<file path="src/rtl/core/npc_pkg.sv">
// ----------------------------------------------------------------------------
// npc_pkg: shared types and constants for the nearest palette color block
// Holds the cube constants, the candidate and distance beat types and the
// controller state encoding.
// ----------------------------------------------------------------------------
`default_nettype none

package npc_pkg;

  localparam int unsigned ChanW     = 8;
  localparam int unsigned IdxW      = 8;
  localparam int unsigned LvlW      = 3;
  localparam int unsigned SqW       = 2 * ChanW;
  localparam int unsigned BaseW     = SqW + 4;
  localparam int unsigned DiffW     = SqW + 2;
  localparam int unsigned ProdW     = DiffW + ChanW + 1;
  localparam int unsigned QuotW     = SqW + 2;
  localparam int unsigned DistW     = BaseW + 1;
  localparam int unsigned MeanShift = 8;

  localparam logic [LvlW-1:0] LastLevel = 3'd5;
  localparam logic [IdxW-1:0] CubeBase  = 8'd8;
  localparam logic [ChanW-1:0] CubeStep = 8'd51;

  typedef enum logic [1:0] {
    ST_IDLE,
    ST_SCAN,
    ST_FINISH
  } npc_state_e;

  // One cube candidate on its way into the distance pipeline.
  typedef struct packed {
    logic             valid;
    logic             last;
    logic [IdxW-1:0]  idx;
    logic [ChanW-1:0] r_lvl;
    logic [ChanW-1:0] g_lvl;
    logic [ChanW-1:0] b_lvl;
  } cand_t;

  // One finished distance leaving the pipeline.
  typedef struct packed {
    logic                    valid;
    logic                    last;
    logic [IdxW-1:0]         idx;
    logic signed [DistW-1:0] dist_val;
  } dist_res_t;

  // Channel value of a cube level: level times the cube step.
  function automatic logic [ChanW-1:0] level_value(input logic [LvlW-1:0] lvl);
    logic [ChanW-1:0] val;
    case (lvl)
      3'd0:    val = 8'd0;
      3'd1:    val = CubeStep;
      3'd2:    val = 8'd102;
      3'd3:    val = 8'd153;
      3'd4:    val = 8'd204;
      3'd5:    val = 8'd255;
      default: val = 8'd0;
    endcase
    return val;
  endfunction

endpackage

`default_nettype wire

</file>
<file path="src/rtl/core/npc_seq.sv">
// ----------------------------------------------------------------------------
// npc_seq: cube candidate sequencer
// Walks the 216 cube entries in index order, one candidate per cycle.
// ----------------------------------------------------------------------------
`default_nettype none

module npc_seq (
  input  wire logic          clk_i,
  input  wire logic          rst_ni,
  input  wire logic          start_i,
  output npc_pkg::cand_t     cand_o
);
  import npc_pkg::*;

  logic            run_q, run_d;
  logic [LvlW-1:0] ri_q, ri_d, gi_q, gi_d, bi_q, bi_d;
  logic [IdxW-1:0] idx_q, idx_d;
  logic            last_c;

  assign last_c = (ri_q == LastLevel) && (gi_q == LastLevel) && (bi_q == LastLevel);

  always_comb begin
    run_d = run_q;
    ri_d  = ri_q;
    gi_d  = gi_q;
    bi_d  = bi_q;
    idx_d = idx_q;
    if (start_i) begin
      run_d = 1'b1;
      ri_d  = '0;
      gi_d  = '0;
      bi_d  = '0;
      idx_d = CubeBase;
    end else if (run_q) begin
      idx_d = idx_q + 8'd1;
      if (bi_q != LastLevel) begin
        bi_d = bi_q + 3'd1;
      end else begin
        bi_d = '0;
        if (gi_q != LastLevel) begin
          gi_d = gi_q + 3'd1;
        end else begin
          gi_d = '0;
          ri_d = ri_q + 3'd1;
        end
      end
      if (last_c) begin
        run_d = 1'b0;
      end
    end
  end

  always_ff @(posedge clk_i or negedge rst_ni) begin
    if (!rst_ni) begin
      run_q <= 1'b0;
      ri_q  <= '0;
      gi_q  <= '0;
      bi_q  <= '0;
      idx_q <= CubeBase;
    end else begin
      run_q <= run_d;
      ri_q  <= ri_d;
      gi_q  <= gi_d;
      bi_q  <= bi_d;
      idx_q <= idx_d;
    end
  end

  always_comb begin
    cand_o.valid = run_q;
    cand_o.last  = last_c;
    cand_o.idx   = idx_q;
    cand_o.r_lvl = level_value(ri_q);
    cand_o.g_lvl = level_value(gi_q);
    cand_o.b_lvl = level_value(bi_q);
  end

endmodule

`default_nettype wire

</file>
<file path="src/rtl/core/npc_dist.sv">
// ----------------------------------------------------------------------------
// npc_dist: redmean distance pipeline
// Three stages: squared differences, weighted sum and mean product, then the
// truncating divide by 256 and the final sum. One candidate enters per cycle.
// ----------------------------------------------------------------------------
`default_nettype none

module npc_dist (
  input  wire logic                         clk_i,
  input  wire logic                         rst_ni,
  input  wire logic [npc_pkg::ChanW-1:0]    red_i,
  input  wire logic [npc_pkg::ChanW-1:0]    green_i,
  input  wire logic [npc_pkg::ChanW-1:0]    blue_i,
  input  npc_pkg::cand_t                    cand_i,
  output npc_pkg::dist_res_t                res_o
);
  import npc_pkg::*;

  // Magnitude of the difference of two channel values.
  function automatic logic [ChanW-1:0] abs_diff(input logic [ChanW-1:0] a,
                                                input logic [ChanW-1:0] b);
    logic [ChanW:0] d;
    d = {1'b0, a} - {1'b0, b};
    return d[ChanW] ? ChanW'(-d) : d[ChanW-1:0];
  endfunction

  // Stage 1 registers.
  logic             v1_q, last1_q;
  logic [IdxW-1:0]  idx1_q;
  logic [SqW-1:0]   dr1_q, dg1_q, db1_q;
  logic [ChanW-1:0] mean1_q;
  logic [ChanW-1:0] ar_c, ag_c, ab_c;
  logic [ChanW:0]   rsum_c;

  // Stage 2 registers.
  logic                    v2_q, last2_q;
  logic [IdxW-1:0]         idx2_q;
  logic [BaseW-1:0]        base2_q;
  logic signed [ProdW-1:0] prod2_q;
  logic signed [DiffW-1:0] rb_diff_c;
  logic signed [ProdW-1:0] prod_c;
  logic [BaseW-1:0]        base_c;

  // Stage 3 registers.
  logic                    v3_q, last3_q;
  logic [IdxW-1:0]         idx3_q;
  logic signed [DistW-1:0] dist3_q;
  logic signed [ProdW-1:0] prod_adj_c, quot_full_c;
  logic signed [DistW-1:0] dist_c;

  assign ar_c   = abs_diff(red_i, cand_i.r_lvl);
  assign ag_c   = abs_diff(green_i, cand_i.g_lvl);
  assign ab_c   = abs_diff(blue_i, cand_i.b_lvl);
  assign rsum_c = {1'b0, red_i} + {1'b0, cand_i.r_lvl};

  assign base_c    = {3'b000, dr1_q, 1'b0} + {2'b00, dg1_q, 2'b00}
                   + {4'b0000, db1_q} + {3'b000, db1_q, 1'b0};
  assign rb_diff_c = $signed({2'b00, dr1_q}) - $signed({2'b00, db1_q});
  assign prod_c    = ProdW'($signed({1'b0, mean1_q})) * ProdW'(rb_diff_c);

  // Division by 256 toward zero: bias negative products before the shift.
  assign prod_adj_c  = prod2_q + (prod2_q[ProdW-1] ? ProdW'(255) : ProdW'(0));
  assign quot_full_c = prod_adj_c >>> MeanShift;
  assign dist_c      = $signed({1'b0, base2_q})
                     + $signed({{(DistW-QuotW){quot_full_c[QuotW-1]}},
                                quot_full_c[QuotW-1:0]});

  always_ff @(posedge clk_i or negedge rst_ni) begin
    if (!rst_ni) begin
      v1_q <= 1'b0;
      v2_q <= 1'b0;
      v3_q <= 1'b0;
    end else begin
      v1_q <= cand_i.valid;
      v2_q <= v1_q;
      v3_q <= v2_q;
    end
  end

  always_ff @(posedge clk_i) begin
    last1_q <= cand_i.last;
    idx1_q  <= cand_i.idx;
    dr1_q   <= SqW'(ar_c) * SqW'(ar_c);
    dg1_q   <= SqW'(ag_c) * SqW'(ag_c);
    db1_q   <= SqW'(ab_c) * SqW'(ab_c);
    mean1_q <= rsum_c[ChanW:1];
    last2_q <= last1_q;
    idx2_q  <= idx1_q;
    base2_q <= base_c;
    prod2_q <= prod_c;
    last3_q <= last2_q;
    idx3_q  <= idx2_q;
    dist3_q <= dist_c;
  end

  always_comb begin
    res_o.valid    = v3_q;
    res_o.last     = last3_q;
    res_o.idx      = idx3_q;
    res_o.dist_val = dist3_q;
  end

endmodule

`default_nettype wire

</file>
<file path="src/rtl/core/npc_best.sv">
// ----------------------------------------------------------------------------
// npc_best: running minimum tracker
// Keeps the smallest distance seen in a scan and the index that produced it.
// ----------------------------------------------------------------------------
`default_nettype none

module npc_best (
  input  wire logic                       clk_i,
  input  wire logic                       rst_ni,
  input  wire logic                       start_i,
  input  npc_pkg::dist_res_t              res_i,
  output logic [npc_pkg::IdxW-1:0]        best_idx_o,
  output logic                            done_o
);
  import npc_pkg::*;

  logic                    have_q;
  logic                    done_q;
  logic [IdxW-1:0]         idx_q;
  logic signed [DistW-1:0] dist_q;
  logic                    take_c;

  // Only a strictly smaller distance replaces the best, so the earliest wins ties.
  assign take_c = res_i.valid && (!have_q || (res_i.dist_val < dist_q));

  always_ff @(posedge clk_i or negedge rst_ni) begin
    if (!rst_ni) begin
      have_q <= 1'b0;
      done_q <= 1'b0;
    end else begin
      done_q <= res_i.valid && res_i.last;
      if (start_i) begin
        have_q <= 1'b0;
      end else if (res_i.valid) begin
        have_q <= 1'b1;
      end
    end
  end

  always_ff @(posedge clk_i) begin
    if (take_c) begin
      idx_q  <= res_i.idx;
      dist_q <= res_i.dist_val;
    end
  end

  assign best_idx_o = idx_q;
  assign done_o     = done_q;

endmodule

`default_nettype wire

</file>
<file path="src/rtl/core/nearest_palette_color_top.sv">
// ----------------------------------------------------------------------------
// nearest_palette_color_top: nearest 6x6x6 cube color by redmean distance
// Matches one RGB color against the 216 cube entries and returns the index
// of the closest one, or zero when color matching is switched off.
// ----------------------------------------------------------------------------
//
//   Channel   Handshake                  Payload
//   -------   ------------------------   ------------------------------
//   input     in_valid_i / in_stall_o    red_i, green_i, blue_i
//   output    out_valid_o / out_stall_i  palette_index_o
//   config    cfg_we_i                   cfg_wdata_i (colors_enabled)
//
// An enabled beat goes from acceptance to the result register in steps: a
// start, a scan in which the sequencer feeds one candidate per cycle over
// the 216 cube entries into the shared distance pipeline, three pipeline
// stages, a compare and a load of the result. With colors disabled a beat
// skips the scan and goes straight to the load.
// Reset sets colors_enabled to one and empties the block; no sweep is needed.
// The input is stalled for the whole scan. A finished result sits in the
// output register, so a new beat is accepted while the last one still waits;
// a result that cannot be loaded holds the controller until the output frees.
// ----------------------------------------------------------------------------
`default_nettype none

module nearest_palette_color_top (
  input  wire logic                     clk_i,
  input  wire logic                     rst_ni,
  input  wire logic                     cfg_we_i,
  input  wire logic                     cfg_wdata_i,
  input  wire logic                     in_valid_i,
  output logic                          in_stall_o,
  input  wire logic [npc_pkg::ChanW-1:0] red_i,
  input  wire logic [npc_pkg::ChanW-1:0] green_i,
  input  wire logic [npc_pkg::ChanW-1:0] blue_i,
  output logic                          out_valid_o,
  input  wire logic                     out_stall_i,
  output logic [npc_pkg::IdxW-1:0]      palette_index_o
);
  import npc_pkg::*;

  npc_state_e state_q, state_d;

  logic             colors_en_q;
  logic             zero_q, zero_d;
  logic [ChanW-1:0] red_q, green_q, blue_q;
  logic             out_valid_q, out_valid_d;
  logic [IdxW-1:0]  out_idx_q, out_idx_d;

  logic            in_accept_c;
  logic            start_c;
  logic            load_c;
  logic            out_free_c;
  cand_t           cand;
  dist_res_t       res;
  logic [IdxW-1:0] best_idx;
  logic            scan_done;

  assign in_accept_c = in_valid_i && !in_stall_o;
  assign start_c     = in_accept_c && colors_en_q;
  assign out_free_c  = !out_valid_q || !out_stall_i;

  // The colors_enabled register. Configuration must only change while idle; the block does not enforce this.
  always_ff @(posedge clk_i or negedge rst_ni) begin
    if (!rst_ni) begin
      colors_en_q <= 1'b1;
    end else if (cfg_we_i) begin
      colors_en_q <= cfg_wdata_i;
    end
  end

  // The color under test is held for the whole scan.
  always_ff @(posedge clk_i) begin
    if (in_accept_c) begin
      red_q   <= red_i;
      green_q <= green_i;
      blue_q  <= blue_i;
    end
  end

  npc_seq u_seq (
    .clk_i   (clk_i),
    .rst_ni  (rst_ni),
    .start_i (start_c),
    .cand_o  (cand)
  );

  npc_dist u_dist (
    .clk_i   (clk_i),
    .rst_ni  (rst_ni),
    .red_i   (red_q),
    .green_i (green_q),
    .blue_i  (blue_q),
    .cand_i  (cand),
    .res_o   (res)
  );

  npc_best u_best (
    .clk_i      (clk_i),
    .rst_ni     (rst_ni),
    .start_i    (start_c),
    .res_i      (res),
    .best_idx_o (best_idx),
    .done_o     (scan_done)
  );

  // Next state.
  always_comb begin
    state_d = state_q;
    case (state_q)
      ST_IDLE: begin
        if (in_accept_c) begin
          state_d = colors_en_q ? ST_SCAN : ST_FINISH;
        end
      end
      ST_SCAN: begin
        if (scan_done) begin
          state_d = ST_FINISH;
        end
      end
      ST_FINISH: begin
        if (out_free_c) begin
          state_d = ST_IDLE;
        end
      end
      default: state_d = ST_IDLE;
    endcase
  end

  // Controller outputs.
  always_comb begin
    in_stall_o = 1'b1;
    load_c     = 1'b0;
    case (state_q)
      ST_IDLE:   in_stall_o = 1'b0;
      ST_SCAN:   in_stall_o = 1'b1;
      ST_FINISH: load_c     = out_free_c;
      default:   in_stall_o = 1'b1;
    endcase
  end

  // The disabled case remembers to report index zero.
  assign zero_d = in_accept_c ? !colors_en_q : zero_q;

  // Output register: loads the result, clears once the beat is taken.
  always_comb begin
    out_valid_d = out_valid_q;
    out_idx_d   = out_idx_q;
    if (out_valid_q && !out_stall_i) begin
      out_valid_d = 1'b0;
    end
    if (load_c) begin
      out_valid_d = 1'b1;
      out_idx_d   = zero_q ? '0 : best_idx;
    end
  end

  always_ff @(posedge clk_i or negedge rst_ni) begin
    if (!rst_ni) begin
      state_q     <= ST_IDLE;
      zero_q      <= 1'b0;
      out_valid_q <= 1'b0;
    end else begin
      state_q     <= state_d;
      zero_q      <= zero_d;
      out_valid_q <= out_valid_d;
    end
  end

  always_ff @(posedge clk_i) begin
    out_idx_q <= out_idx_d;
  end

  assign out_valid_o     = out_valid_q;
  assign palette_index_o = out_idx_q;

endmodule

`default_nettype wire
</file>
<file path="config.mk">
export PLATFORM = sky130hd
export DESIGN_NAME = nearest_palette_color_top
export DESIGN_NICKNAME = d
export VERILOG_FILES = /design/src/rtl/core/npc_pkg.sv /design/src/rtl/core/npc_seq.sv /design/src/rtl/core/npc_dist.sv /design/src/rtl/core/npc_best.sv /design/src/rtl/core/nearest_palette_color_top.sv
export SDC_FILE = /design/constraint.sdc
export NUM_CORES = 1
export LEC_CHECK = 0
export BUFFER_PORTS_ARGS = -buffer_cell sky130_fd_sc_hd__buf_4
export CAP_MARGIN = 15
export CORE_AREA = 2 2 274 276
export DETAILED_ROUTE_END_ITERATION = 8
export DIE_AREA = 0 0 276 278
export PLACE_DENSITY_LB_ADDON = 0.2
export SLEW_MARGIN = 30
export SYNTH_ARGS = -nofsm -noshare
export SYNTH_HDL_FRONTEND = slang
export SYNTH_SLANG_ARGS = --single-unit
</file>
<file path="constraint.sdc">
create_clock -name clk_i -period 6.4 [get_ports clk_i]
set_input_delay 0.64 -clock clk_i [delete_from_list [all_inputs] [get_ports clk_i]]
set_output_delay 0.64 -clock clk_i [all_outputs]
set_load 0.01 [all_outputs]
</file>
==> results_dict.tcl, run 1 <==
set metrics [dict create \
    maxCapViolCount 0 \
    flow.area_growth_from_synthesis_pct 26.82 \
    grt_overflow 0 \
    antenna_violating_nets_post_route 0 \
    static-leakage-power_nw 13.19 \
    htree_num_levels 1 \
    detailedRoute.firstPassIterationCount 7 \
    worst_hold_end "red_q[6]$_DFFE_PP_" \
    clk-insertion-delay-late_ns 0.58 \
    grt_pass1_wl_um 84330 \
    power.switching_fraction 0.2116 \
    critical_path_data_required_time_ns 6.87 \
    clkSinkCount 236 \
    grt_use_total 0.1316 \
    power_frac_comb 0.006 \
    final-max-slew-violation-count 0 \
    worst_setup_hold_path_clk_slew_ns 0.06 \
    worst_clock_skew_ns 0.02538 \
    criticalPathCategory "reg2reg" \
    synthDominantCellAreaShare 0.1832 \
    synth_cells 2371 \
    tritoncts "yes" \
    worstReg2RegEnd "u_dist.dr1_q[15]$_DFF_P_" \
    setup_repair_after_global_routing_missed_its_margin "true" \
    critical_path_peak_fanout 6 \
    wl_per_cell_um 13.74 \
    number_of_placed_i_o_pins 40 \
    worst_ep_arrival_time_ns 6.85 \
    coreArea_mm2 0.07382 \
    cts_root_buffer "sky130_fd_sc_hd__clkbuf_16" \
    synth.yosys.seq_area_share 0.2493 \
    async_flop_share 0.1186 \
    clock_power_share 0.519 \
    slew_at_the_pin_closest_to_its_max_slew_limit_ns 1.001 \
    viasPerCell 4.509 \
    finalHoldViolCount 0 \
    avgSynthCellArea_um2 9.266 \
    regToRegSetupSlack_ns 0.02 \
    setup_violations 0 \
    grt_max_degree 30 \
    die_x_um 276 \
    synth_area_leader_cell "sky130_fd_sc_hd__fa_1" \
    timing.max_slew.rel_slack 0.3320 \
    dieHeight_um 278 \
    synth-edff-count 61 \
    fmax_ghz 0.1567 \
    finalCritPeriodShare 0.9969 \
    run_status "finished clean" \
    dpl.hpwl_um 41150 \
    vias 16630 \
    fin_worst_hold_slack_ns 0.2297 \
    placementRows 100 \
    die-area_mm2 0.07673 \
    hold_path.class "in2reg" \
    antenna_diode_count 0 \
    port_buffers 39 \
    timing.hold.worst.start "red_i[6]" \
    regToRegStartpoint "u_seq.ri_q[1]$_DFFE_PN0P_" \
    fin_crit_ns 6.380 \
    n_fill_cell 7481 \
    max-vdd-ir-drop_mv 0.1972 \
    power_switching_mw 0.6804 \
    postSynthRegisterBits 236 \
    nNetsFinal 3209 \
    setup-tns-final_ns 0 \
    timing.reg2reg.worst_path_depth 26 \
    wl_um 50670 \
    clock_path_buffers 3 \
    netlist_area_mm2 0.02197 \
    cellInternalPower_mw 2.535 \
    synth_area_leaders "sky130_fd_sc_hd__fa_1, sky130_fd_sc_hd__ha_1, sky130_fd_sc_hd__dfxtp_1, sky130_fd_sc_hd__edfxtp_1, sky130_fd_sc_hd__inv_1" \
    drt_iter0_drc 613 \
    timing.hold.worst_path_depth 1 \
    power_density_mw_per_mm2 115.4 \
    synth.lib_cells_used.distinct 76 \
    grt_antenna_before_repair 1 \
    drc 0 \
    seq_power_share 0.476 \
    ys_warn_count 0 \
    critPathCaptureType "register" \
    crit_path_start_kind "register" \
    syn-num-nets 2883 \
    ys_dominant_reg_cell "sky130_fd_sc_hd__dfxtp_1" \
    via_count_of_the_first_global_routing_pass 17120 \
    cts-buffers-inserted 29 \
    gp_congestion 0.8519 \
    start_util 0.2976 \
    drive_above_1_share 0.2401 \
]
[cell usage in the layout (no fill, tap or decap), types with 8 or more instances in the layout]
cell type                     n
sky130_fd_sc_hd__a21oi_1     77
sky130_fd_sc_hd__o21a_1      23
sky130_fd_sc_hd__xor2_1      52
sky130_fd_sc_hd__fa_2        13
sky130_fd_sc_hd__nand2b_1    16
sky130_fd_sc_hd__or2_2       14
sky130_fd_sc_hd__inv_1      376
sky130_fd_sc_hd__nand2_1    123
sky130_fd_sc_hd__nor2_2      17
sky130_fd_sc_hd__nand3b_1    11
sky130_fd_sc_hd__nor2b_1     42
sky130_fd_sc_hd__inv_2       30
sky130_fd_sc_hd__buf_6       11
sky130_fd_sc_hd__xnor2_2     13
sky130_fd_sc_hd__o21ai_2     14
sky130_fd_sc_hd__nor3_1      44
sky130_fd_sc_hd__and2_1      67
sky130_fd_sc_hd__edfxtp_1    61
sky130_fd_sc_hd__o211ai_1    16
sky130_fd_sc_hd__fa_1       188
sky130_fd_sc_hd__dfxtp_1    143
sky130_fd_sc_hd__clkbuf_16   29
sky130_fd_sc_hd__nor2_1     183
sky130_fd_sc_hd__nand4_1     12
sky130_fd_sc_hd__ha_4        26
sky130_fd_sc_hd__nand3_1     38
sky130_fd_sc_hd__a21o_1      37
sky130_fd_sc_hd__or3_1       10
sky130_fd_sc_hd__ha_1       247
sky130_fd_sc_hd__and3_1      16
sky130_fd_sc_hd__xnor2_1     98
sky130_fd_sc_hd__o21ai_0     52
sky130_fd_sc_hd__dfrtp_1     26
sky130_fd_sc_hd__buf_4      321
sky130_fd_sc_hd__or2_4       15
sky130_fd_sc_hd__o21bai_1    19
sky130_fd_sc_hd__a21oi_2     19
sky130_fd_sc_hd__nor2_4      10
sky130_fd_sc_hd__ha_2         8
[layer usage]
metal  routed length [um]  track usage  share of wire
met1                23570       0.1723           0.47
met2                24910       0.2348           0.49
met3                 1069      0.01200          0.021
met4                 1124      0.02984          0.022
met5                    0            0              0
[synthesized netlist by cell type (18+ instances only)]
| master | number |
|---|---|
| sky130_fd_sc_hd__a21o_1 | 37 |
| sky130_fd_sc_hd__a21oi_1 | 101 |
| sky130_fd_sc_hd__and2_1 | 68 |
| sky130_fd_sc_hd__and3_1 | 18 |
| sky130_fd_sc_hd__clkbuf_1 | 37 |
| sky130_fd_sc_hd__dfrtp_1 | 26 |
| sky130_fd_sc_hd__dfxtp_1 | 147 |
| sky130_fd_sc_hd__edfxtp_1 | 61 |
| sky130_fd_sc_hd__fa_1 | 201 |
| sky130_fd_sc_hd__ha_1 | 281 |
| sky130_fd_sc_hd__inv_1 | 409 |
| sky130_fd_sc_hd__nand2_1 | 132 |
| sky130_fd_sc_hd__nand3_1 | 41 |
| sky130_fd_sc_hd__nor2_1 | 210 |
| sky130_fd_sc_hd__nor2b_1 | 47 |
| sky130_fd_sc_hd__nor3_1 | 53 |
| sky130_fd_sc_hd__o21a_1 | 24 |
| sky130_fd_sc_hd__o21ai_0 | 66 |
| sky130_fd_sc_hd__o21bai_1 | 19 |
| sky130_fd_sc_hd__or2_2 | 29 |
| sky130_fd_sc_hd__xnor2_1 | 110 |
| sky130_fd_sc_hd__xor2_1 | 60 |
[metrics by stage]
stage / util / instance area (um2) / power, mW / setup WS, ns / cells
global route: 0.3774 / 27860 / 3.343 / -0.2559 / 3689
CTS: 0.3622 / 26740 / 3.285 / -0.01655 / 3654
detailed placement: 0.3416 / 25220 / 1.580 / -0.2588 / 3586
floorplan: - / 22020 / 1.562 / 0.002631 / 2371
global placement: 0.3416 / 25220 / 1.580 / -0.2156 / 3586
finish: 0.3774 / 27860 / 3.215 / 0.01970 / 3689
[worst max-delay path, cell delays in order (launching register included)]
cell                      delay [ns]
sky130_fd_sc_hd__dfrtp_1        0.41
sky130_fd_sc_hd__buf_4          0.15
sky130_fd_sc_hd__inv_1          0.07
sky130_fd_sc_hd__ha_2           0.20
sky130_fd_sc_hd__buf_4          0.15
sky130_fd_sc_hd__nor2_1         0.06
sky130_fd_sc_hd__nor2_2         0.16
sky130_fd_sc_hd__nor2_4         0.07
sky130_fd_sc_hd__ha_4           0.32
sky130_fd_sc_hd__o21a_1         0.12
sky130_fd_sc_hd__o31a_1         0.19
sky130_fd_sc_hd__o31a_1         0.18
sky130_fd_sc_hd__a21oi_2        0.08
sky130_fd_sc_hd__o41ai_2        0.38
sky130_fd_sc_hd__xnor3_2        0.38
sky130_fd_sc_hd__or2_4          0.26
sky130_fd_sc_hd__fa_2           0.61
sky130_fd_sc_hd__fa_1           0.45
sky130_fd_sc_hd__fa_1           0.53
sky130_fd_sc_hd__inv_2          0.04
sky130_fd_sc_hd__fa_1           0.54
sky130_fd_sc_hd__ha_4           0.22
sky130_fd_sc_hd__or2_4          0.26
sky130_fd_sc_hd__o311a_4        0.14
sky130_fd_sc_hd__nor2_2         0.08
sky130_fd_sc_hd__a21oi_1        0.08
sky130_fd_sc_hd__xor2_1         0.14
[registers in the layout, summed over array words and instances, names as in the netlist, 15 cells and up]
signal          count
u_dist.prod2_q     26
u_best.dist_q      21
u_dist.dist3_q     21
u_dist.base2_q     20
u_dist.db1_q       15
u_dist.dg1_q       15
u_dist.dr1_q       15
[kinds of logic after synthesis]
logic type / after synthesis / synth area share
flops: 236 / 0.2493
mux: 5 / 0.002335
buf+inv: 449 / 0.07711
fa+ha+maj: 482 / 0.3432
compound gates: 357 / 0.1079
simple gates: 669 / 0.1494
xor+xnor: 173 / 0.07068
[what timing repair did]
item,in CTS,in global routing
setup endpoints to repair,20,32
buffers inserted,13,35
gates resized for setup,101,207
pin swaps,55,136
hold endpoints to repair,10,0
hold buffers,1,0
[power by group through the flow]
stage / logic (mW) / registers, mW / clock network [mW]
after floorplan: 0.000730 / 1.56 / 0
after global placement: 0.0185 / 1.56 / 0
after detailed placement: 0.0188 / 1.56 / 0
after CTS: 0.0193 / 1.53 / 1.74
after global routing: 0.0204 / 1.53 / 1.79
final: 0.0187 / 1.53 / 1.67
[how the worst max path moves through the flow]
stage	to	startpoint
final	u_dist.dr1_q[15]$_DFF_P_	u_seq.ri_q[1]$_DFFE_PN0P_
after floorplan	u_dist.dr1_q[15]$_DFF_P_	u_seq.ri_q[0]$_DFFE_PN0P_
after CTS	u_dist.dr1_q[15]$_DFF_P_	u_seq.ri_q[0]$_DFFE_PN0P_
after detailed placement	u_dist.dr1_q[15]$_DFF_P_	u_seq.ri_q[0]$_DFFE_PN0P_
after global routing	u_dist.dr1_q[15]$_DFF_P_	u_seq.ri_q[0]$_DFFE_PN0P_
after global placement	u_dist.db1_q[14]$_DFF_P_	u_seq.bi_q[1]$_DFFE_PN0P_
[area by class of cell]
type / instances / area [um2] / area share
multi-input combinational: 1686 / 16080 / 0.5770
sequential: 236 / 5485 / 0.1969
timing repair buffer: 334 / 2564 / 0.09202
inverter: 410 / 1546 / 0.05551
tap: 969 / 1212 / 0.04352
clock buffer: 36 / 782.0 / 0.02807
clock inverter: 18 / 195.2 / 0.007006
Note: power is estimated with default switching activity, not from simulation.
==> run 2: changes to the inputs <==
--- a/config.mk
+++ b/config.mk
@@ -7,9 +7,9 @@
 export LEC_CHECK = 0
 export BUFFER_PORTS_ARGS = -buffer_cell sky130_fd_sc_hd__buf_4
 export CAP_MARGIN = 15
-export CORE_AREA = 2 2 274 276
+export CORE_AREA = 2 2 300 302
 export DETAILED_ROUTE_END_ITERATION = 8
-export DIE_AREA = 0 0 276 278
+export DIE_AREA = 0 0 302 304
 export PLACE_DENSITY_LB_ADDON = 0.2
 export SLEW_MARGIN = 30
 export SYNTH_ARGS = -nofsm -noshare
==> results_dict.tcl, run 2 (synthesis gave the netlist of run 1 again) <==
set metrics [dict create \
    finalHoldViolCount 0 \
    critical_path_peak_fanout 4 \
    drive_above_1_share 0.2433 \
    antenna_violating_nets_post_route 0 \
    fin_ws_ns -0.03731 \
    detailedRoute.firstPassIterationCount 5 \
    clock_path_buffers 3 \
    setup_repair_after_global_routing_missed_its_margin "true" \
    grt_overflow 0 \
    gp_congestion 0.7917 \
    cts_root_buffer "sky130_fd_sc_hd__clkbuf_16" \
    viasPerCell 4.267 \
    cts-buffers-inserted 28 \
    detail_route.wirelength.met1_um 24420 \
    via_count_of_the_first_global_routing_pass 17510 \
    cpMaxStageDelayCell "sky130_fd_sc_hd__fa_1" \
    dpl.hpwl_um 42310 \
    static-leakage-power_nw 13.24 \
    mostFrequentLayoutCell "sky130_fd_sc_hd__inv_1" \
    timing.max_slew.rel_slack 0.4093 \
    finalCritPeriodShare 1.006 \
    drc 0 \
    placement.cell_area_mm2 0.02555 \
    number_of_placed_i_o_pins 40 \
    max-vdd-ir-drop_mv 0.1962 \
    start_util 0.2467 \
    die-area_mm2 0.09181 \
    biggestRegsByFlops "u_dist.prod2_q x26, u_best.dist_q x21, u_dist.dist3_q x21" \
    worst_clock_skew_ns 0.01058 \
    n_fill_cell 9142 \
    grt_pass1_wl_um 86880 \
    placementRows 110 \
    instances_no_fill 3901 \
    final-max-slew-violation-count 0 \
    clk-insertion-delay-late_ns 0.57 \
    cp_common_cell "sky130_fd_sc_hd__fa_1" \
    worst_setup_hold_path_clk_slew_ns 0.06 \
    fin_crit_ns 6.437 \
    grt_max_degree 29 \
    setup-tns-final_ns -0.03731 \
    fin_worst_hold_slack_ns 0.2379 \
    vias 16640 \
    timing.critical_path.slowest_cell_delay_ns 0.56 \
    htree_num_levels 1 \
    placed_cells 3801 \
    dieHeight_um 304 \
    flow.area_growth_from_synthesis_pct 28.81 \
    route.top_layer_used "met4" \
    run_status "finished with violations" \
    slew_at_the_pin_closest_to_its_max_slew_limit_ns 0.8849 \
    grt_use_total 0.1143 \
    max_flop_register "u_dist.prod2_q" \
    coreArea_mm2 0.08905 \
    clkSinkCount 236 \
    wl_per_cell_um 13.38 \
    critPathCaptureType "register" \
    die_x_um 302 \
    criticalPathCategory "reg2reg" \
    mostFrequentLayoutCells "sky130_fd_sc_hd__inv_1, sky130_fd_sc_hd__buf_4, sky130_fd_sc_hd__ha_1, sky130_fd_sc_hd__fa_1, sky130_fd_sc_hd__nor2_1" \
    critical_path_data_required_time_ns 6.85 \
    crit_path_start_kind "register" \
    worst_ep_arrival_time_ns 6.89 \
    wl_um 52180 \
    dr_wl_met2_um 25410 \
    design_area_mm2 0.02830 \
    nNetsFinal 3216 \
    hold_path.class "in2reg" \
    drt_iter0_drc 573 \
    antenna_diode_count 0 \
    power_density_mw_per_mm2 111.2 \
    number_of_flip_flops_under_the_largest_register_name 26 \
    maxCapViolCount 0 \
    violated_checks "setup timing" \
    grt_antenna_before_repair 1 \
    dr_wl_met3_um 1150 \
    port_buffers 39 \
    fmax_ghz 0.1553 \
    setup_violations 1 \
    pre_cts_slack_ns -0.2896 \
    tritoncts "yes" \
]
run 2: power breakdown:
group,total [mW],internal [mW],switching (mW)
Combinational,0.0186,0.0120,0.00664
Clock,1.60,0.948,0.651
Sequential,1.53,1.53,0.000690
run 2: stage by stage:
stage            util  power, mW
2_1_floorplan       -      1.562
3_3_place_gp   0.2869      1.580
3_5_place_dp   0.2869      1.580
4_1_cts        0.3057      3.215
5_1_grt        0.3178      3.284
6_report       0.3178      3.148
run 2: path summary, 6_finish.rpt:
path | start | end | slack, ns | depth (start not counted)
worst max-delay path | u_seq.ri_q[1]$_DFFE_PN0P_ | u_dist.dr1_q[15]$_DFF_P_ | -0.04 | 28
worst min-delay path | blue_i[4] | blue_q[4]$_DFFE_PP_ | 0.24 | 1
worst max register to register | u_seq.ri_q[1]$_DFFE_PN0P_ | u_dist.dr1_q[15]$_DFF_P_ | -0.04 | 28
worst min register to register | u_dist.idx2_q[2]$_DFF_P_ | u_dist.idx3_q[2]$_DFF_P_ | 0.32 | 0
max in group asynchronous | rst_ni | u_seq.idx_q[3]$_DFFE_PN1P_ | 5.49 | 2
min in group asynchronous | rst_ni | u_seq.bi_q[1]$_DFFE_PN0P_ | 0.55 | 2
run 2: repair_timing:
action                     4_1_cts  5_1_grt
hold endpoints to repair         9        0
buffers inserted                21       28
setup endpoints to repair       21       32
pin swaps                       81      147
hold buffers                     1        0
gates resized for setup        124      196
run 2: cell type report:
class / instances / area, um2 / share of cell area
Tap cell: 1176 / 1471 / 0.05200
Multi-Input combinational cell: 1686 / 16150 / 0.5708
Clock buffer: 34 / 775.7 / 0.02741
Sequential cell: 236 / 5483 / 0.1937
Inverter: 410 / 1539 / 0.05438
Clock inverter: 17 / 173.9 / 0.006146
Timing Repair Buffer: 342 / 2703 / 0.09550
run 2: per-layer routing:
layer	up-vias	track usage
met5	-	0
met2	142	0.1977
met4	0	0.02786
met3	66	0.01257
li1	8416	-
met1	8020	0.1514
run 2: critical path: cells and delay by family (launching register included):
kind            cells  cell delay (ns)
compound gates      7             1.24
xor+xnor            3             0.69
fa+ha+maj           7             2.80
buf+inv             8             0.84
flops               1             0.42
simple gates        3             0.31
